<file path="src/rtl/sps_pkg.sv">
package sps_pkg;

  localparam int unsigned SLOT_BYTES = 4;
  localparam int unsigned LEN_W      = 12;
  localparam int unsigned BYTE_W     = 8;
  localparam int unsigned SLOT_W     = 10;
  localparam int unsigned POS_W      = 12;
  localparam int unsigned STAT_W     = 3;
  localparam int unsigned COUNT_W    = 10;
  localparam int unsigned HALF_W     = 16;

  typedef enum logic [1:0] {
    OP_INS_START = 2'd0,
    OP_INS_DATA  = 2'd1,
    OP_READ      = 2'd2,
    OP_NEW_PAGE  = 2'd3
  } opcode_t;

  typedef enum logic [2:0] {
    ST_OK   = 3'd0,
    ST_FULL = 3'd1,
    ST_SEQ  = 3'd2,
    ST_SLOT = 3'd3,
    ST_POS  = 3'd4
  } status_t;

  typedef enum logic [2:0] {
    MEM_NONE,
    MEM_WR_SLOT,
    MEM_WR_DATA,
    MEM_RD_ENTRY,
    MEM_RD_TUPLE
  } mem_op_t;

  typedef enum logic [1:0] {
    UPD_NONE,
    UPD_START,
    UPD_DATA,
    UPD_NEW_PAGE
  } upd_t;

  typedef struct packed {
    logic    load_in;
    mem_op_t mem_op;
    logic [1:0] byte_sel;
    logic    cap_entry;
    logic [1:0] cap_sel;
    logic    cap_tuple;
    upd_t    upd;
    logic    res_load;
    status_t res_status;
  } cmd_t;

  typedef struct packed {
    opcode_t op;
    logic    active;
    logic    room_fail;
    logic    slot_bad;
    logic    pos_bad;
    logic    size_gt_end;
  } stat_t;

endpackage

</file>
<file path="src/rtl/sps_ctrl.sv">
module sps_ctrl (
  input  logic              clk,
  input  logic              rst,
  input  logic              in_valid,
  output logic              in_ready,
  output logic              out_valid,
  input  logic              out_ready,
  input  sps_pkg::stat_t    stat,
  output sps_pkg::cmd_t     cmd
);

  typedef enum logic [3:0] {
    S_IDLE,
    S_DECODE,
    S_WR_SLOT,
    S_START,
    S_RD_ENTRY,
    S_RD_LAST,
    S_CHECK,
    S_RD_TUPLE,
    S_RESULT
  } state_t;

  state_t           state;
  logic [1:0]       k;
  sps_pkg::status_t res_status;

  assign in_ready = (state == S_IDLE);

  always_comb begin
    cmd            = '0;
    cmd.mem_op     = sps_pkg::MEM_NONE;
    cmd.upd        = sps_pkg::UPD_NONE;
    cmd.res_status = res_status;
    cmd.byte_sel   = k;
    unique case (state)
      S_IDLE: begin
        cmd.load_in = in_valid;
      end
      S_DECODE: begin
        if (stat.op == sps_pkg::OP_NEW_PAGE) begin
          cmd.upd = sps_pkg::UPD_NEW_PAGE;
        end else if (stat.op == sps_pkg::OP_INS_DATA && stat.active) begin
          cmd.mem_op = sps_pkg::MEM_WR_DATA;
          cmd.upd    = sps_pkg::UPD_DATA;
        end
      end
      S_WR_SLOT: begin
        cmd.mem_op = sps_pkg::MEM_WR_SLOT;
      end
      S_START: begin
        cmd.upd = sps_pkg::UPD_START;
      end
      S_RD_ENTRY: begin
        // Read data arrives in the cycle after its address.
        cmd.mem_op    = sps_pkg::MEM_RD_ENTRY;
        cmd.cap_entry = (k != 2'd0);
        cmd.cap_sel   = k - 2'd1;
      end
      S_RD_LAST: begin
        cmd.cap_entry = 1'b1;
        cmd.cap_sel   = 2'd3;
      end
      S_CHECK: begin
        if (!stat.pos_bad && !stat.size_gt_end) begin
          cmd.mem_op = sps_pkg::MEM_RD_TUPLE;
        end
      end
      S_RD_TUPLE: begin
        cmd.cap_tuple = 1'b1;
      end
      S_RESULT: begin
        cmd.res_load = !out_valid || out_ready;
      end
      default: begin
      end
    endcase
  end

  always_ff @(posedge clk) begin
    if (rst) begin
      state      <= S_IDLE;
      k          <= 2'd0;
      res_status <= sps_pkg::ST_OK;
      out_valid  <= 1'b0;
    end else begin
      if (cmd.res_load) begin
        out_valid <= 1'b1;
      end else if (out_ready) begin
        out_valid <= 1'b0;
      end
      unique case (state)
        S_IDLE: begin
          if (in_valid) begin
            state <= S_DECODE;
          end
        end
        S_DECODE: begin
          k <= 2'd0;
          unique case (stat.op)
            sps_pkg::OP_INS_START: begin
              if (stat.active) begin
                res_status <= sps_pkg::ST_SEQ;
                state      <= S_RESULT;
              end else if (stat.room_fail) begin
                res_status <= sps_pkg::ST_FULL;
                state      <= S_RESULT;
              end else begin
                res_status <= sps_pkg::ST_OK;
                state      <= S_WR_SLOT;
              end
            end
            sps_pkg::OP_INS_DATA: begin
              if (!stat.active) begin
                res_status <= sps_pkg::ST_SEQ;
              end else begin
                res_status <= sps_pkg::ST_OK;
              end
              state <= S_RESULT;
            end
            sps_pkg::OP_READ: begin
              if (stat.slot_bad) begin
                res_status <= sps_pkg::ST_SLOT;
                state      <= S_RESULT;
              end else begin
                res_status <= sps_pkg::ST_OK;
                state      <= S_RD_ENTRY;
              end
            end
            sps_pkg::OP_NEW_PAGE: begin
              res_status <= sps_pkg::ST_OK;
              state      <= S_RESULT;
            end
            default: begin
              res_status <= sps_pkg::ST_OK;
              state      <= S_RESULT;
            end
          endcase
        end
        S_WR_SLOT: begin
          k <= k + 2'd1;
          if (k == 2'd3) begin
            state <= S_START;
          end
        end
        S_START: begin
          state <= S_RESULT;
        end
        S_RD_ENTRY: begin
          k <= k + 2'd1;
          if (k == 2'd3) begin
            state <= S_RD_LAST;
          end
        end
        S_RD_LAST: begin
          state <= S_CHECK;
        end
        S_CHECK: begin
          if (stat.pos_bad) begin
            res_status <= sps_pkg::ST_POS;
            state      <= S_RESULT;
          end else if (stat.size_gt_end) begin
            state <= S_RESULT;
          end else begin
            state <= S_RD_TUPLE;
          end
        end
        S_RD_TUPLE: begin
          state <= S_RESULT;
        end
        S_RESULT: begin
          if (cmd.res_load) begin
            state <= S_IDLE;
          end
        end
        default: begin
          state <= S_IDLE;
        end
      endcase
    end
  end

endmodule

</file>
<file path="config.mk">
export PLATFORM = sky130hd
export DESIGN_NAME = sps_ctrl
export DESIGN_NICKNAME = d
export VERILOG_FILES = /design/src/rtl/sps_pkg.sv /design/src/rtl/sps_ctrl.sv
export SDC_FILE = /design/constraint.sdc
export NUM_CORES = 1
export LEC_CHECK = 0
export ABC_AREA = 1
export BUFFER_PORTS_ARGS = -buffer_cell sky130_fd_sc_hd__buf_2
export CORE_UTILIZATION = 30
export CTS_CLUSTER_SIZE = 40
export DETAILED_ROUTE_END_ITERATION = 8
export GPL_TIMING_DRIVEN = 0
export PLACE_DENSITY = 0.64
export SETUP_SLACK_MARGIN = 0.2
export SYNTH_ARGS = -nofsm -noshare
export SYNTH_HDL_FRONTEND = slang
export SYNTH_SLANG_ARGS = --single-unit
</file>
<file path="constraint.sdc">
create_clock -name clk -period 2.85 [get_ports clk]
set_clock_uncertainty 0.2 [all_clocks]
set_input_delay 0.4275 -clock clk [delete_from_list [all_inputs] [get_ports clk]]
set_output_delay 0.4275 -clock clk [all_outputs]
set_load 0.02 [all_outputs]
</file>
Word level (Yosys, flattened, before mapping)
Cells that the tools add are included.

Bits in registers: 10. Input bits: 11. Output and inout port bits: 18. Logic and storage cells: 72.

Add/subtract/negate cells: 2. Equal/unequal tests: 17. Mux-type cells: 32. Reduce and logical (&&, ||, !) cells: 17.

Operators with widths (number): $mux W4 (9); $pmux W4 S8 (1); $pmux W3 S4 (2); $eq A4 B3 Y1 const B (4); $mux W2 (6); $pmux W3 S2 (2); $pmux W4 S3 (1); $ne A2 B2 Y1 const B (5); $mux W3 (3); $eq A4 B2 Y1 const B (2); $pmux W2 S2 (2); $reduce_bool A2 Y1 (4); $eq A2 B2 Y1 const B (3); $mux W1 (6); $reduce_or A2 Y1 (3); $eq A4 B1 Y1 const B (1); $eq A4 B4 Y1 const B (1); $logic_not A4 Y1 (1); $reduce_and A4 Y1 (1); $logic_not A1 Y1 (3); $add A2 B1 Y2 const B (1); $eq A2 B1 Y1 const B (1); $logic_and A1 B1 Y1 (2); $logic_not A2 Y1 (1); other kinds (3) (3).

Logic depth before layout (Yosys ltp)
Gate-level depths: netlist (run 1).

Depth after elaboration: 5. Gate-level depth with buffers: 7. Depth with buffers taken out: 7.

Least setup slack after synthesis (run 1)
OpenSTA, ideal clock, no wires.

Kind: flip-flop to output port. From: reg k[0]. To: out cmd[8] (netlist name). Arrival: 1.365 ns. Required time: 2.223 ns. Slack: 0.857 ns. Cell stages (with the launch flop): 4. Buffers on the path: 0. Cell sequence: dfxtp_1 -> inv_1 -> ha_1 -> o21ai_0.

RTL lines: start: declaration (RTL line sps_ctrl.sv:25) `logic [1:0] k;`; start signal: assignment (RTL line sps_ctrl.sv:141) `k <= k + 2'd1;`; start signal: assignment (RTL line sps_ctrl.sv:150) `k <= k + 2'd1;`; end: declaration (RTL line sps_ctrl.sv:9) `output sps_pkg::cmd_t cmd`.

==> results of run 1 <==
## critical path: stages (launching register included)
cell and delay [ns]:
sky130_fd_sc_hd__dfxtp_1 0.34, sky130_fd_sc_hd__inv_1 0.14, sky130_fd_sc_hd__nand2_1 0.11, sky130_fd_sc_hd__nor2_2 0.20, sky130_fd_sc_hd__nand2_1 0.12, sky130_fd_sc_hd__o31ai_1 0.20
sky130_fd_sc_hd__buf_2 0.20
## per-stage QoR
step | util, % | worst slack (ns) | cells | area [sq um]
finish | 43.26 | 0.6380 | 166 | 892.1
global placement | 41.50 | 0.9530 | 162 | 855.8
floorplan | - | 0.8575 | 108 | 686.9
detailed placement | 41.50 | 0.9128 | 162 | 855.8
CTS | 43.26 | 0.6159 | 166 | 892.1
global route | 43.26 | 0.4582 | 166 | 892.1
## synth_stat cells
cell type | n | area share [%]
sky130_fd_sc_hd__nor2_2 | 4 | 3.6
sky130_fd_sc_hd__buf_1 | 1 | 0.55
sky130_fd_sc_hd__ha_1 | 2 | 3.6
sky130_fd_sc_hd__nor3_1 | 1 | 0.73
sky130_fd_sc_hd__dfxtp_1 | 10 | 29
sky130_fd_sc_hd__inv_1 | 17 | 9.3
sky130_fd_sc_hd__nand2_1 | 19 | 10
sky130_fd_sc_hd__nand2_4 | 2 | 3.3
sky130_fd_sc_hd__nand3_1 | 14 | 10
sky130_fd_sc_hd__o21bai_1 | 1 | 1.1
sky130_fd_sc_hd__o31ai_1 | 1 | 1.1
sky130_fd_sc_hd__nor2_4 | 2 | 3.3
sky130_fd_sc_hd__a21oi_1 | 8 | 5.8
sky130_fd_sc_hd__o21ai_0 | 6 | 4.4
sky130_fd_sc_hd__nand4_1 | 2 | 1.8
sky130_fd_sc_hd__nand3_2 | 1 | 1.5
sky130_fd_sc_hd__nor2_1 | 15 | 8.2
sky130_fd_sc_hd__o22ai_1 | 1 | 0.91
sky130_fd_sc_hd__nand3b_1 | 1 | 1.1
## path summary, 6_finish.rpt
kind / startpoint / end / depth (start not counted)
setup / recovery: state[2] / cmd[13] / 6
hold reg to reg: k[1] / k[1] / 2
setup reg to reg: state[3] / res_status[1] / 5
hold / removal: out_ready / out_valid / 4
## routing by layer
layer | GRT usage [%] | vias up | wire length (microns)
met4 | 5.714 | 0 | 5
met5 | 0 | - | 0
met1 | 19.18 | 344 | 852
li1 | - | 412 | -
met2 | 22.52 | 20 | 757
met3 | 2.778 | 2 | 69
## sequential cells by signal, indices dropped and copies added, names as in the netlist
name        flops
k               2
out_valid       1
state           4
res_status      3
## where the power goes
group	total, mW	internal [mW]	switching, mW
logic	0.144	0.0475	0.0960
clock network	0.131	0.0776	0.0532
registers	0.163	0.150	0.0129
total	0.437	0.275	0.162
## layout make-up
type / count / area [sq um]
repair buffers: 27 / 135.1
inverters: 17 / 63.81
fillers: 221 / 1170
plain buffers: 1 / 3.754
well taps: 27 / 33.78
multi-input cells: 80 / 419.2
flip-flops and latches: 10 / 200.2
clock buffers: 4 / 36.28
## placed cells by master, fill, tap and decap left out, types with 3 or more instances in the layout
cell type | Yosys | layout
sky130_fd_sc_hd__dfxtp_1 | 10 | 10
sky130_fd_sc_hd__nand2_1 | 19 | 19
sky130_fd_sc_hd__buf_2 | 0 | 27
sky130_fd_sc_hd__nand3_1 | 14 | 14
sky130_fd_sc_hd__a21oi_1 | 8 | 8
sky130_fd_sc_hd__nor2_2 | 4 | 4
sky130_fd_sc_hd__clkbuf_4 | 0 | 3
sky130_fd_sc_hd__nor2_1 | 15 | 15
sky130_fd_sc_hd__inv_1 | 17 | 17
sky130_fd_sc_hd__o21ai_0 | 6 | 6
## cell families (layout without fill, tap and decap cells)
family | after synthesis | count (layout) | share of synthesized area, %
AO/OA/AOI/OAI | 17 | 17 | 13.30
flip-flops | 10 | 10 | 29.14
adder cells (fa/ha/maj) | 2 | 2 | 3.642
buffers and inverters | 18 | 49 | 9.835
AND/OR/NAND/NOR | 61 | 61 | 44.08
==> impl_results.html, run 1 <==
<table>
<tr><th>Metric</th><th>Value</th></tr>
<tr><th colspan="2">Run status</th></tr>
<tr><td>Outcome</td><td>complete, no violations</td></tr>
<tr><th colspan="2">Setup path</th></tr>
<tr><td>Register-to-register path setup slack</td><td>around 1.5 ns</td></tr>
<tr><td>Setup crit end kind</td><td>primary output</td></tr>
<tr><td>Highest net fanout along the worst path</td><td>4</td></tr>
<tr><td>CP arrival</td><td>1.58 ns</td></tr>
<tr><td>Worst setup SP type</td><td>register</td></tr>
<tr><td>Worst Path Required</td><td>2.22 ns</td></tr>
<tr><td>Type of the worst setup path</td><td>register to primary output</td></tr>
<tr><th colspan="2">Clocking</th></tr>
<tr><td>Number of CTS-inserted buffers</td><td>3</td></tr>
<tr><td>Htree depth</td><td>1</td></tr>
<tr><td>Hold buffer count at CTS</td><td>0</td></tr>
<tr><td>Clock insertion delay at the later pin of the skew report</td><td>0.26 ns</td></tr>
<tr><td>Sinks on Clock Net</td><td>10</td></tr>
<tr><td>Clock buffer depth</td><td>2</td></tr>
<tr><td>CTS tree</td><td>done</td></tr>
<tr><td>Clock root buffer</td><td>sky130_fd_sc_hd__clkbuf_4</td></tr>
<tr><td>Post-CTS Setup Inserts</td><td>0</td></tr>
<tr><td>Gates resized, CTS repair</td><td>0</td></tr>
<tr><td>Clock transition at path regs</td><td>0.07 ns</td></tr>
<tr><th colspan="2">STA</th></tr>
<tr><td>Slew margin rel.</td><td>72.30%</td></tr>
<tr><td>Post-route minimum period</td><td>between 2 and 2.5 ns</td></tr>
<tr><td>Final Cycle Share</td><td>a little under 80%</td></tr>
<tr><td>Final setup violation count</td><td>0</td></tr>
<tr><td>Number of hold violations in the final report</td><td>0</td></tr>
<tr><td>Fmax</td><td>0.4521 GHz</td></tr>
<tr><td>Worst-Margin Slew</td><td>0.4155 ns</td></tr>
<tr><td>Aggregate negative setup slack</td><td>0 ns</td></tr>
<tr><td>Setup repair after global routing missed its margin</td><td>false</td></tr>
<tr><td>Hold Slack</td><td>0.2726 ns</td></tr>
<tr><td>Max Slew Vio Count</td><td>0</td></tr>
<tr><th colspan="2">Pwr</th></tr>
<tr><td>Worst IR Drop VDD</td><td>0.2739 mV</td></tr>
<tr><td>Power per unit of standard cell area</td><td>490.2 mW/mm^2</td></tr>
<tr><td>Leakage component of the power</td><td>0.4781 nW</td></tr>
<tr><td>Power, Total</td><td>437.3 uW</td></tr>
<tr><th colspan="2">Yosys</th></tr>
<tr><td>Netlist Area Pre-Place</td><td>686.9 sq um</td></tr>
<tr><td>Yosys cell types</td><td>19</td></tr>
<tr><td>Cells after Synth</td><td>108</td></tr>
<tr><td>Mean cell area of the mapped netlist</td><td>6.360 sq um</td></tr>
<tr><td>Sequential cell area fraction in the yosys report</td><td>roughly 29%</td></tr>
<tr><td>Syn Nets</td><td>roughly 120</td></tr>
<tr><td>Yosys Warn Count</td><td>0</td></tr>
<tr><td>Seq cells post-synth</td><td>10</td></tr>
<tr><th colspan="2">Floorplanning</th></tr>
<tr><td>Number of standard-cell rows in the floorplan</td><td>16</td></tr>
<tr><td>Core region area</td><td>0.002062 sq mm</td></tr>
<tr><td>Vertical die dimension</td><td>49.85 microns</td></tr>
<tr><td>Initial Utilization</td><td>33.31%</td></tr>
<tr><td>Total die area</td><td>0.002485 sq mm</td></tr>
<tr><td>Width of the die</td><td>between 40 and 50 microns</td></tr>
<tr><td>Count of boundary I/O pins</td><td>29</td></tr>
<tr><th colspan="2">Routing</th></tr>
<tr><td>Post-detailed-routing wire length</td><td>~1.7 mm</td></tr>
<tr><td>First-pass iteration count of the detailed router</td><td>4</td></tr>
<tr><td>Vias after detailed routing</td><td>between 700 and 800</td></tr>
<tr><td>Residual DRC count</td><td>0</td></tr>
<tr><td>Initial drt markers</td><td>11</td></tr>
<tr><td>Number of vias per cell after detailed routing</td><td>4.687</td></tr>
<tr><td>Drt wl/cell</td><td>10.14 microns</td></tr>
<tr><td>Number of antenna-violating nets in the routed design</td><td>0</td></tr>
<tr><th colspan="2">Placed design</th></tr>
<tr><td>Final estimated routing congestion in global placement</td><td>0.7928</td></tr>
<tr><td>IO buf count</td><td>27</td></tr>
<tr><td>Half-perimeter wire length of the detailed placement result</td><td>1.375 mm</td></tr>
<tr><th colspan="2">GRT</th></tr>
<tr><td>Maximum number of pins on one net before global-route repair</td><td>10</td></tr>
<tr><td>Number of antenna violations at the first check in global routing</td><td>0</td></tr>
<tr><td>Overall routing resource usage</td><td>14.39%</td></tr>
<tr><td>Number of global-route vias before repair</td><td>660</td></tr>
<tr><td>Overall overflow remaining after global route</td><td>0</td></tr>
<tr><td>First-pass GRT wire length</td><td>between 2 and 3 mm</td></tr>
<tr><th colspan="2">Finish</th></tr>
<tr><td>Number of antenna diodes</td><td>0</td></tr>
<tr><td>Area overhead of the layout relative to synthesis</td><td>29.87%</td></tr>
<tr><td>Share of layout cells above drive strength 1</td><td>28.78%</td></tr>
<tr><td>Post-layout nets</td><td>roughly 150</td></tr>
<tr><th colspan="2">Hold path</th></tr>
<tr><td>Hold Crit Class</td><td>input port to register</td></tr>
<tr><th colspan="2">Run</th></tr>
<tr><td>Max cap viols</td><td>0</td></tr>
</table>
Note: power is estimated with default switching activity, not from simulation.
==> inputs of run 2 (changes only) <==
--- a/config.mk
+++ b/config.mk
@@ -5,7 +5,7 @@
 export SDC_FILE = /design/constraint.sdc
 export NUM_CORES = 1
 export LEC_CHECK = 0
-export ABC_AREA = 1
+export ABC_AREA = 0
 export BUFFER_PORTS_ARGS = -buffer_cell sky130_fd_sc_hd__buf_2
 export CORE_UTILIZATION = 30
 export CTS_CLUSTER_SIZE = 40
==> constraint.sdc (replaced) <==
create_clock -name clk -period 2.15 [get_ports clk]
set_clock_uncertainty 0.2 [all_clocks]
set_input_delay 0.3225 -clock clk [delete_from_list [all_inputs] [get_ports clk]]
set_output_delay 0.3225 -clock clk [all_outputs]
set_load 0.02 [all_outputs]
==> run 2 against run 1 <==
Net effect:
- die area down 0.34%
- sequential share of layout area down 1.7 points
- synthesized cell count down 19%
- clock-buffer cell count unchanged
- first-iteration DRC count unchanged
- non-clock buffer count up 11
- power up 27%
- via count up 2.8%
- final area up 12%
==> impl_results.html, run 2 <==
<table>
<tr><th>Metric</th><th>Value</th></tr>
<tr><th colspan="2">Finish</th></tr>
<tr><td>Share of layout cells above drive strength 1</td><td>47.62% (+19 points)</td></tr>
<tr><td>Top Registers</td><td>state: 4 flops, res_status: 3 flops, k: 2 flops</td></tr>
<tr><td>Commonest cells after routing, fill and taps aside</td><td>sky130_fd_sc_hd__buf_2 (26), sky130_fd_sc_hd__a21oi_1 (9), sky130_fd_sc_hd__nor2_1 (8), sky130_fd_sc_hd__buf_4 (8), sky130_fd_sc_hd__dfxtp_1 (6)</td></tr>
<tr><td>Post-layout nets</td><td>140 (-8.5%)</td></tr>
<tr><td>Count of placed standard cells in the final layout, fillers left out</td><td>153 (-7.8%)</td></tr>
<tr><td>Max reg flops</td><td>4 (unchanged)</td></tr>
<tr><td>Most common cell after layout, fill and taps aside</td><td>sky130_fd_sc_hd__buf_2</td></tr>
<tr><td>Area overhead of the layout relative to synthesis</td><td>46.25%</td></tr>
<tr><td>Largest reg by FF count</td><td>state</td></tr>
<tr><td>Number of antenna diodes</td><td>0 (unchanged)</td></tr>
<tr><th colspan="2">STA</th></tr>
<tr><td>Max Slew Vio Count</td><td>0 (unchanged)</td></tr>
<tr><td>Worst-Margin Slew</td><td>0.4723 ns (+0.05680 ns)</td></tr>
<tr><td>Aggregate negative setup slack</td><td>0 ns (unchanged)</td></tr>
<tr><td>Post-route minimum period</td><td>1.987 ns</td></tr>
<tr><td>Slew margin rel.</td><td>68.52% (-3.8 points)</td></tr>
<tr><td>Fmax</td><td>slightly above 0.5 GHz</td></tr>
<tr><td>Final setup violation count</td><td>0 (unchanged)</td></tr>
<tr><td>Number of hold violations in the final report</td><td>0 (unchanged)</td></tr>
<tr><td>Setup repair after global routing missed its margin</td><td>true</td></tr>
<tr><td>Final Cycle Share</td><td>92.43%</td></tr>
<tr><th colspan="2">Clocking</th></tr>
<tr><td>CTS tree</td><td>done</td></tr>
<tr><td>Number of CTS-inserted buffers</td><td>3 (unchanged)</td></tr>
<tr><td>Htree depth</td><td>1 (unchanged)</td></tr>
<tr><td>Clock transition at path regs</td><td>0.06 ns (about the same)</td></tr>
<tr><td>Sinks on Clock Net</td><td>10 (unchanged)</td></tr>
<tr><td>Hold buffer count at CTS</td><td>0 (unchanged)</td></tr>
<tr><td>Clock root buffer</td><td>sky130_fd_sc_hd__clkbuf_4</td></tr>
<tr><td>Clock buffer depth</td><td>2 (unchanged)</td></tr>
<tr><td>Clock insertion delay at the later pin of the skew report</td><td>0.27 ns (about the same)</td></tr>
<tr><th colspan="2">Routing</th></tr>
<tr><td>Residual DRC count</td><td>0 (unchanged)</td></tr>
<tr><td>Number of vias per cell after detailed routing</td><td>5.229 (+12%)</td></tr>
<tr><td>Post-detailed-routing wire length</td><td>1.919 mm (+14%)</td></tr>
<tr><td>Initial drt markers</td><td>11 (unchanged)</td></tr>
<tr><td>First-pass iteration count of the detailed router</td><td>4 (unchanged)</td></tr>
<tr><td>Drt wl/cell</td><td>12.54 microns (+24%)</td></tr>
<tr><td>Vias after detailed routing</td><td>800 (+2.8%)</td></tr>
<tr><td>Number of antenna-violating nets in the routed design</td><td>0 (unchanged)</td></tr>
<tr><th colspan="2">Pwr</th></tr>
<tr><td>Worst IR Drop VDD</td><td>0.2572 mV (-6.1%)</td></tr>
<tr><td>Leakage component of the power</td><td>0.4428 nW (-7.4%)</td></tr>
<tr><td>Power per unit of standard cell area</td><td>555.5 mW/mm^2 (+13%)</td></tr>
<tr><th colspan="2">Floorplanning</th></tr>
<tr><td>Width of the die</td><td>49.77 microns (-0.17%)</td></tr>
<tr><td>Vertical die dimension</td><td>49.77 microns (-0.17%)</td></tr>
<tr><td>Initial Utilization</td><td>33.19% (-0.12 points)</td></tr>
<tr><td>Number of standard-cell rows in the floorplan</td><td>16 (unchanged)</td></tr>
<tr><td>Core region area</td><td>0.002062 sq mm (unchanged)</td></tr>
<tr><td>Count of boundary I/O pins</td><td>29 (unchanged)</td></tr>
<tr><td>Total die area</td><td>0.002477 sq mm (-0.34%)</td></tr>
<tr><th colspan="2">Hold path</th></tr>
<tr><td>Worst hold path depth</td><td>3 (-1)</td></tr>
<tr><td>Hold Crit Class</td><td>input port to register</td></tr>
<tr><th colspan="2">Setup path</th></tr>
<tr><td>Worst setup SP type</td><td>register</td></tr>
<tr><td>CP arrival</td><td>1.46 ns (-0.12 ns)</td></tr>
<tr><td>Worst Path Required</td><td>1.63 ns (-0.59 ns)</td></tr>
<tr><td>Highest net fanout along the worst path</td><td>4 (unchanged)</td></tr>
<tr><td>Type of the worst setup path</td><td>register to primary output</td></tr>
<tr><td>Setup crit end kind</td><td>primary output</td></tr>
<tr><td>R2R cell count</td><td>7 (+2)</td></tr>
<tr><th colspan="2">GRT</th></tr>
<tr><td>Number of global-route vias before repair</td><td>701 (+6.2%)</td></tr>
<tr><td>Met2 layer usage reported by global route</td><td>27.25% (+4.7 points)</td></tr>
<tr><td>GR Layer Usage met1</td><td>21.46% (+2.3 points)</td></tr>
<tr><td>Number of antenna violations at the first check in global routing</td><td>0 (unchanged)</td></tr>
<tr><td>Maximum number of pins on one net before global-route repair</td><td>11 (+1)</td></tr>
<tr><td>Routing usage on met3</td><td>2.469% (-0.31 points)</td></tr>
<tr><td>Overall overflow remaining after global route</td><td>0 (unchanged)</td></tr>
<tr><td>Overall routing resource usage</td><td>17.22% (+2.8 points)</td></tr>
<tr><td>Most Crowded Layer GR</td><td>met2</td></tr>
<tr><td>First-pass GRT wire length</td><td>3.194 mm (+17%)</td></tr>
<tr><th colspan="2">Yosys</th></tr>
<tr><td>Netlist Area Pre-Place</td><td>684.4 sq um (-0.36%)</td></tr>
<tr><td>Syn Nets</td><td>101 (-17%)</td></tr>
<tr><td>Most area-consuming cells after synthesis</td><td>sky130_fd_sc_hd__dfxtp_1 (29%), sky130_fd_sc_hd__a21oi_1 (6.6%), sky130_fd_sc_hd__nor2_1 (5.5%)</td></tr>
<tr><td>Top flip-flop cell by instance count after synthesis</td><td>sky130_fd_sc_hd__dfxtp_1</td></tr>
<tr><td>Share of the synthesized area in the top cell type</td><td>29.25% (+0.11 points)</td></tr>
<tr><td>Largest area contributor in the netlist</td><td>sky130_fd_sc_hd__dfxtp_1</td></tr>
<tr><td>Seq cells post-synth</td><td>10 (unchanged)</td></tr>
<tr><td>Async SR Flop Fraction</td><td>0% (unchanged)</td></tr>
<tr><td>Yosys cell types</td><td>39 (+20)</td></tr>
<tr><td>Synth top cells by count</td><td>sky130_fd_sc_hd__dfxtp_1 (10), sky130_fd_sc_hd__nor2_1 (10), sky130_fd_sc_hd__a21oi_1 (9)</td></tr>
<tr><td>Number of enable flip-flop cells after synthesis</td><td>0 (unchanged)</td></tr>
<tr><td>Mean cell area of the mapped netlist</td><td>7.777 sq um (+22%)</td></tr>
<tr><td>Sequential cell area fraction in the yosys report</td><td>29.25% (+0.11 points)</td></tr>
<tr><td>Yosys Warn Count</td><td>0 (unchanged)</td></tr>
<tr><td>Cells after Synth</td><td>88 (-19%)</td></tr>
<tr><th colspan="2">Placed design</th></tr>
<tr><td>Half-perimeter wire length of the detailed placement result</td><td>1.365 mm (-0.73%)</td></tr>
<tr><td>IO buf count</td><td>28 (+3.7%)</td></tr>
<tr><td>Number of cells in the design after placement</td><td>143 (-12%)</td></tr>
<tr><td>Final estimated routing congestion in global placement</td><td>0.8412 (+6.1%)</td></tr>
<tr><th colspan="2">Run status</th></tr>
<tr><td>Outcome</td><td>complete, no violations</td></tr>
<tr><th colspan="2">Run</th></tr>
<tr><td>Max cap viols</td><td>0 (unchanged)</td></tr>
</table>
-- run 2: cell types whose count changed after synthesis, sizes merged, moves of 2 or more --
| cell | before | now |
|---|---|---|
| clkbuf | 0 | 2 |
| mux2 | 0 | 2 |
| nor3 | 1 | 6 |
| inv | 17 | 4 |
| a22oi | 0 | 2 |
| nand2b | 0 | 2 |
| o21ai | 6 | 3 |
| nor2 | 21 | 12 |
| nand3 | 15 | 2 |
| buf | 1 | 3 |
| or3 | 0 | 3 |
| nor2b | 0 | 3 |
| nand2 | 21 | 4 |
-- run 2: cell type report --
type	count	area, sq um
Buffer	5	35.03
Inverter	4	17.52
Fill cell	206	1061
Multi-Input combinational cell	69	474.2
Sequential cell	10	207.7
Timing Repair Buffer	34	196.4
Clock buffer	4	36.28
Tap cell	27	33.78
-- run 2: metal layers --
metal	share of wire (%)	up-vias
met5	0	-
met4	2.1	0
met3	6.4	4
met2	46	32
met1	45	369
li1	-	395
-- run 2: through the flow --
step | hold slack [ns] | cell area (sq um) | utilization, % | worst slack, ns | power [mW]
after global placement | 0.2521 | 864.6 | 41.93 | 0.3346 | 0.3577
after detailed placement | 0.2571 | 864.6 | 41.93 | 0.3348 | 0.3606
after CTS | 0.1041 | 960.9 | 46.60 | 0.09693 | 0.5498
after floorplan | 0.2790 | 690.7 | - | 0.2330 | 0.3117
final | 0.1032 | 1001 | 48.54 | 0.1629 | 0.5560
after global routing | 0.09310 | 1001 | 48.54 | 0.06060 | 0.5936
-- run 2: path summary, 6_finish.rpt --
kind | from | to | slack (ns)
worst min register to register | res_status[2] | res_status[2] | 0.26
worst min-delay path | rst | state[0] | 0.10
worst max-delay path | state[2] | cmd[13] | 0.16
worst max register to register | state[2] | k[0] | 0.42
-- run 2: where the power goes --
group / internal, mW / switching [mW]
Clock: 0.103 / 0.0678
Combinational: 0.0772 / 0.105
Sequential: 0.194 / 0.00874
Total: 0.374 / 0.182
-- run 2: logic make-up after synthesis --
logic type | synth area share (%)
xor gates and xnor gates | 1.280
buffers and inverters | 6.398
and+or+nand+nor | 32.54
AOI/OAI and AO/OA | 23.58
adders and majority gates | 3.656
muxes | 3.290
DFF | 29.25
-- run 2: what timing repair did --
action                                  4_1_cts  5_1_grt
pin swaps                                     4        4
setup buffers                                 4        2
endpoints found under the setup margin        9       11
gates cloned                                  0        0
gates resized for setup                      10        9
-- run 2: worst max-delay path, stage by stage (launching register included) --
cell                       delay [ns]
sky130_fd_sc_hd__dfxtp_2         0.32
sky130_fd_sc_hd__buf_6           0.11
sky130_fd_sc_hd__nand2b_4        0.13
sky130_fd_sc_hd__nor4bb_1        0.25
sky130_fd_sc_hd__a21oi_1         0.06
sky130_fd_sc_hd__nor3_1          0.13
sky130_fd_sc_hd__buf_2           0.19
==> inputs of run 3 (changes only) <==
--- a/config.mk
+++ b/config.mk
@@ -6,7 +6,9 @@
 export NUM_CORES = 1
 export LEC_CHECK = 0
 export ABC_AREA = 0
+export ABC_CLOCK_PERIOD_IN_PS = 2150
 export BUFFER_PORTS_ARGS = -buffer_cell sky130_fd_sc_hd__buf_2
+export CORE_ASPECT_RATIO = 1.2
 export CORE_UTILIZATION = 30
 export CTS_CLUSTER_SIZE = 40
 export DETAILED_ROUTE_END_ITERATION = 8
==> run 3 against run 2 <==
Net effect:
- wire length up 5.4%
- clock-buffer cell count unchanged
- final cell count rose by 4.6%
- critical endpoint is now cmd[12]
- non-clock buffer count is 4 higher
==> impl_results.html, run 3 (synthesis gave the netlist of run 2 again) <==
<table>
<tr><th>Metric</th><th>Value</th></tr>
<tr><th colspan="2">Setup path</th></tr>
<tr><td>CP arrival</td><td>1.55 ns (+0.09 ns)</td></tr>
<tr><td>Setup crit end kind</td><td>primary output</td></tr>
<tr><td>Worst path most repeated cell</td><td>sky130_fd_sc_hd__buf_4</td></tr>
<tr><td>Worst setup SP type</td><td>register</td></tr>
<tr><td>Type of the worst setup path</td><td>register to primary output</td></tr>
<tr><td>Largest stage delay, worst path</td><td>0.33 ns (about the same)</td></tr>
<tr><td>Highest net fanout along the worst path</td><td>4 (unchanged)</td></tr>
<tr><td>Ordered list of cells on the worst path</td><td>buf_6 &gt; buf_4 &gt; buf_4 &gt; xnor2_1 &gt; nor3_2 &gt; buf_2</td></tr>
<tr><td>Cell type of the slowest stage on the worst timing path</td><td>sky130_fd_sc_hd__dfxtp_2</td></tr>
<tr><td>Worst Path Required</td><td>1.63 ns (about the same)</td></tr>
<tr><td>Register-to-register path setup slack</td><td>0.25 ns (-0.17 ns)</td></tr>
<tr><th colspan="2">Placed design</th></tr>
<tr><td>Number of cells in the design after placement</td><td>146 (+2.1%)</td></tr>
<tr><td>Dpl ws</td><td>0.3198 ns (-0.01505 ns)</td></tr>
<tr><td>IO buf count</td><td>28 (unchanged)</td></tr>
<tr><td>Half-perimeter wire length of the detailed placement result</td><td>1.314 mm (-3.7%)</td></tr>
<tr><td>Final estimated routing congestion in global placement</td><td>0.8175 (-2.8%)</td></tr>
<tr><th colspan="2">STA</th></tr>
<tr><td>Worst-Margin Slew</td><td>0.4840 ns (+0.01177 ns)</td></tr>
<tr><td>Aggregate negative setup slack</td><td>0 ns (unchanged)</td></tr>
<tr><td>Max Slew Vio Count</td><td>0 (unchanged)</td></tr>
<tr><td>Setup slack after layout</td><td>0.07840 ns (-0.08446 ns)</td></tr>
<tr><td>Final Cycle Share</td><td>96.35% (+3.9 points)</td></tr>
<tr><td>Hold Slack</td><td>0.1075 ns (+0.004233 ns)</td></tr>
<tr><td>Post-route minimum period</td><td>2.072 ns (+0.08446 ns)</td></tr>
<tr><td>Slew margin rel.</td><td>67.73% (-0.78 points)</td></tr>
<tr><td>Setup repair after global routing missed its margin</td><td>true</td></tr>
<tr><td>Number of hold violations in the final report</td><td>0 (unchanged)</td></tr>
<tr><td>Final setup violation count</td><td>0 (unchanged)</td></tr>
<tr><td>Fmax</td><td>0.4827 GHz (-4.1%)</td></tr>
<tr><th colspan="2">GRT</th></tr>
<tr><td>Number of global-route vias before repair</td><td>755 (+7.7%)</td></tr>
<tr><td>Overall overflow remaining after global route</td><td>0 (unchanged)</td></tr>
<tr><td>Overall routing resource usage</td><td>17.29% (+0.070 points)</td></tr>
<tr><td>Number of antenna violations at the first check in global routing</td><td>0 (unchanged)</td></tr>
<tr><td>Maximum number of pins on one net before global-route repair</td><td>11 (unchanged)</td></tr>
<tr><td>First-pass GRT wire length</td><td>3.139 mm (-1.7%)</td></tr>
<tr><th colspan="2">Finish</th></tr>
<tr><td>Commonest cells after routing, fill and taps aside</td><td>sky130_fd_sc_hd__buf_2 (25), sky130_fd_sc_hd__buf_4 (13), sky130_fd_sc_hd__nor2_1 (9), sky130_fd_sc_hd__a21oi_1 (9), sky130_fd_sc_hd__dfxtp_1 (7)</td></tr>
<tr><td>Area overhead of the layout relative to synthesis</td><td>52.83%</td></tr>
<tr><td>Count of placed standard cells in the final layout, fillers left out</td><td>160 (+4.6%)</td></tr>
<tr><td>Share of layout cells above drive strength 1</td><td>47.69% (+0.073 points)</td></tr>
<tr><td>Largest reg by FF count</td><td>state</td></tr>
<tr><td>Number of antenna diodes</td><td>0 (unchanged)</td></tr>
<tr><td>Filler cells</td><td>210 (+1.9%)</td></tr>
<tr><td>Most common cell after layout, fill and taps aside</td><td>sky130_fd_sc_hd__buf_2</td></tr>
<tr><td>Post-layout nets</td><td>144 (+2.9%)</td></tr>
<tr><td>Max reg flops</td><td>4 (unchanged)</td></tr>
<tr><td>Top Registers</td><td>state: 4 flops, res_status: 3 flops, k: 2 flops</td></tr>
<tr><th colspan="2">Floorplanning</th></tr>
<tr><td>Width of the die</td><td>45.60 microns (-8.4%)</td></tr>
<tr><td>Total die area</td><td>0.002477 sq mm (about the same)</td></tr>
<tr><td>Core region area</td><td>0.002095 sq mm (+1.6%)</td></tr>
<tr><td>Vertical die dimension</td><td>54.32 microns (+9.2%)</td></tr>
<tr><td>Initial Utilization</td><td>32.68% (-0.52 points)</td></tr>
<tr><td>Count of boundary I/O pins</td><td>29 (unchanged)</td></tr>
<tr><td>Number of standard-cell rows in the floorplan</td><td>18 (+2)</td></tr>
<tr><th colspan="2">Clocking</th></tr>
<tr><td>Clock root buffer</td><td>sky130_fd_sc_hd__clkbuf_4</td></tr>
<tr><td>Hold buffer count at CTS</td><td>0 (unchanged)</td></tr>
<tr><td>Clock buffer depth</td><td>2 (unchanged)</td></tr>
<tr><td>Number of CTS-inserted buffers</td><td>3 (unchanged)</td></tr>
<tr><td>Htree depth</td><td>1 (unchanged)</td></tr>
<tr><td>CTS tree</td><td>done</td></tr>
<tr><td>Sinks on Clock Net</td><td>10 (unchanged)</td></tr>
<tr><td>Clock insertion delay at the later pin of the skew report</td><td>0.27 ns (about the same)</td></tr>
<tr><td>Clock transition at path regs</td><td>0.07 ns (about the same)</td></tr>
<tr><th colspan="2">Pwr</th></tr>
<tr><td>Power, Total</td><td>574.4 uW (+3.3%)</td></tr>
<tr><td>Power per unit of standard cell area</td><td>549.2 mW/mm^2 (-1.1%)</td></tr>
<tr><td>Worst IR Drop VDD</td><td>0.3115 mV (+21%)</td></tr>
<tr><td>Leakage component of the power</td><td>0.4694 nW (+6.0%)</td></tr>
<tr><th colspan="2">Hold path</th></tr>
<tr><td>Hold Crit Class</td><td>input port to register</td></tr>
<tr><th colspan="2">Routing</th></tr>
<tr><td>Post-detailed-routing wire length</td><td>2.022 mm (+5.4%)</td></tr>
<tr><td>Drt wl/cell</td><td>12.64 microns (+0.76%)</td></tr>
<tr><td>Number of vias per cell after detailed routing</td><td>5.206 (-0.43%)</td></tr>
<tr><td>Vias after detailed routing</td><td>833 (+4.1%)</td></tr>
<tr><td>First-pass iteration count of the detailed router</td><td>4 (unchanged)</td></tr>
<tr><td>Number of antenna-violating nets in the routed design</td><td>0 (unchanged)</td></tr>
<tr><td>Residual DRC count</td><td>0 (unchanged)</td></tr>
<tr><td>Initial drt markers</td><td>10 (-1)</td></tr>
<tr><th colspan="2">Run</th></tr>
<tr><td>Max cap viols</td><td>0 (unchanged)</td></tr>
<tr><th colspan="2">Run status</th></tr>
<tr><td>Outcome</td><td>complete, no violations</td></tr>
</table>
run 3: cell count changes in the layout (fill, tap and decap cells not counted), sizes merged:
cell / delta
buf: +6
clkbuf: -2
run 3: per-stage QoR:
step	utilization (%)	instance area, sq um
finish	49.94	1046
CTS	46.42	972.2
global route	49.94	1046
global placement	41.46	868.3
floorplan	-	690.7
detailed placement	41.46	868.3
run 3: critical path: cells and delay by family, from the launching register on:
family / cells / cell delay (ns)
xor gates and xnor gates: 1 / 0.14
DFF: 1 / 0.33
buffers and inverters: 4 / 0.57
and+or+nand+nor: 1 / 0.23
run 3: routing by layer:
metal  up-vias  share of wire [%]  global-route usage [%]
li1        405                  -                       -
met1       391                 41                   20.12
met2        33                 52                   30.71
met3         4                6.0                   2.310
met4         0               0.89                   8.081
met5         -                  0                       0
run 3: worst paths after layout:
kind	start	end	cells after the start
setup reg to reg	state[2]	k[1]	8
hold / removal	rst	state[0]	3
hold reg to reg	res_status[2]	res_status[2]	2
setup / recovery	state[2]	cmd[12]	6
run 3: where the power goes:
group / total [mW] / switching (mW) / internal (mW)
clock network: 0.177 / 0.0741 / 0.103
registers: 0.203 / 0.00906 / 0.194
logic: 0.194 / 0.107 / 0.0865
total: 0.574 / 0.190 / 0.384
run 3: final cells by class:
class	count	area, sq um	area share, %
Timing Repair Buffer	38	234.0	22.37
Sequential cell	10	203.9	19.50
Tap cell	30	37.54	3.589
Buffer	5	37.54	3.589
Multi-Input combinational cell	69	479.2	45.81
Clock buffer	4	36.28	3.469
Inverter	4	17.52	1.675
run 3: what timing repair did:
item / CTS / global route
setup endpoints to repair: 10 / 8
gates resized for setup: 10 / 13
setup buffers: 5 / 5
pin swaps: 4 / 6
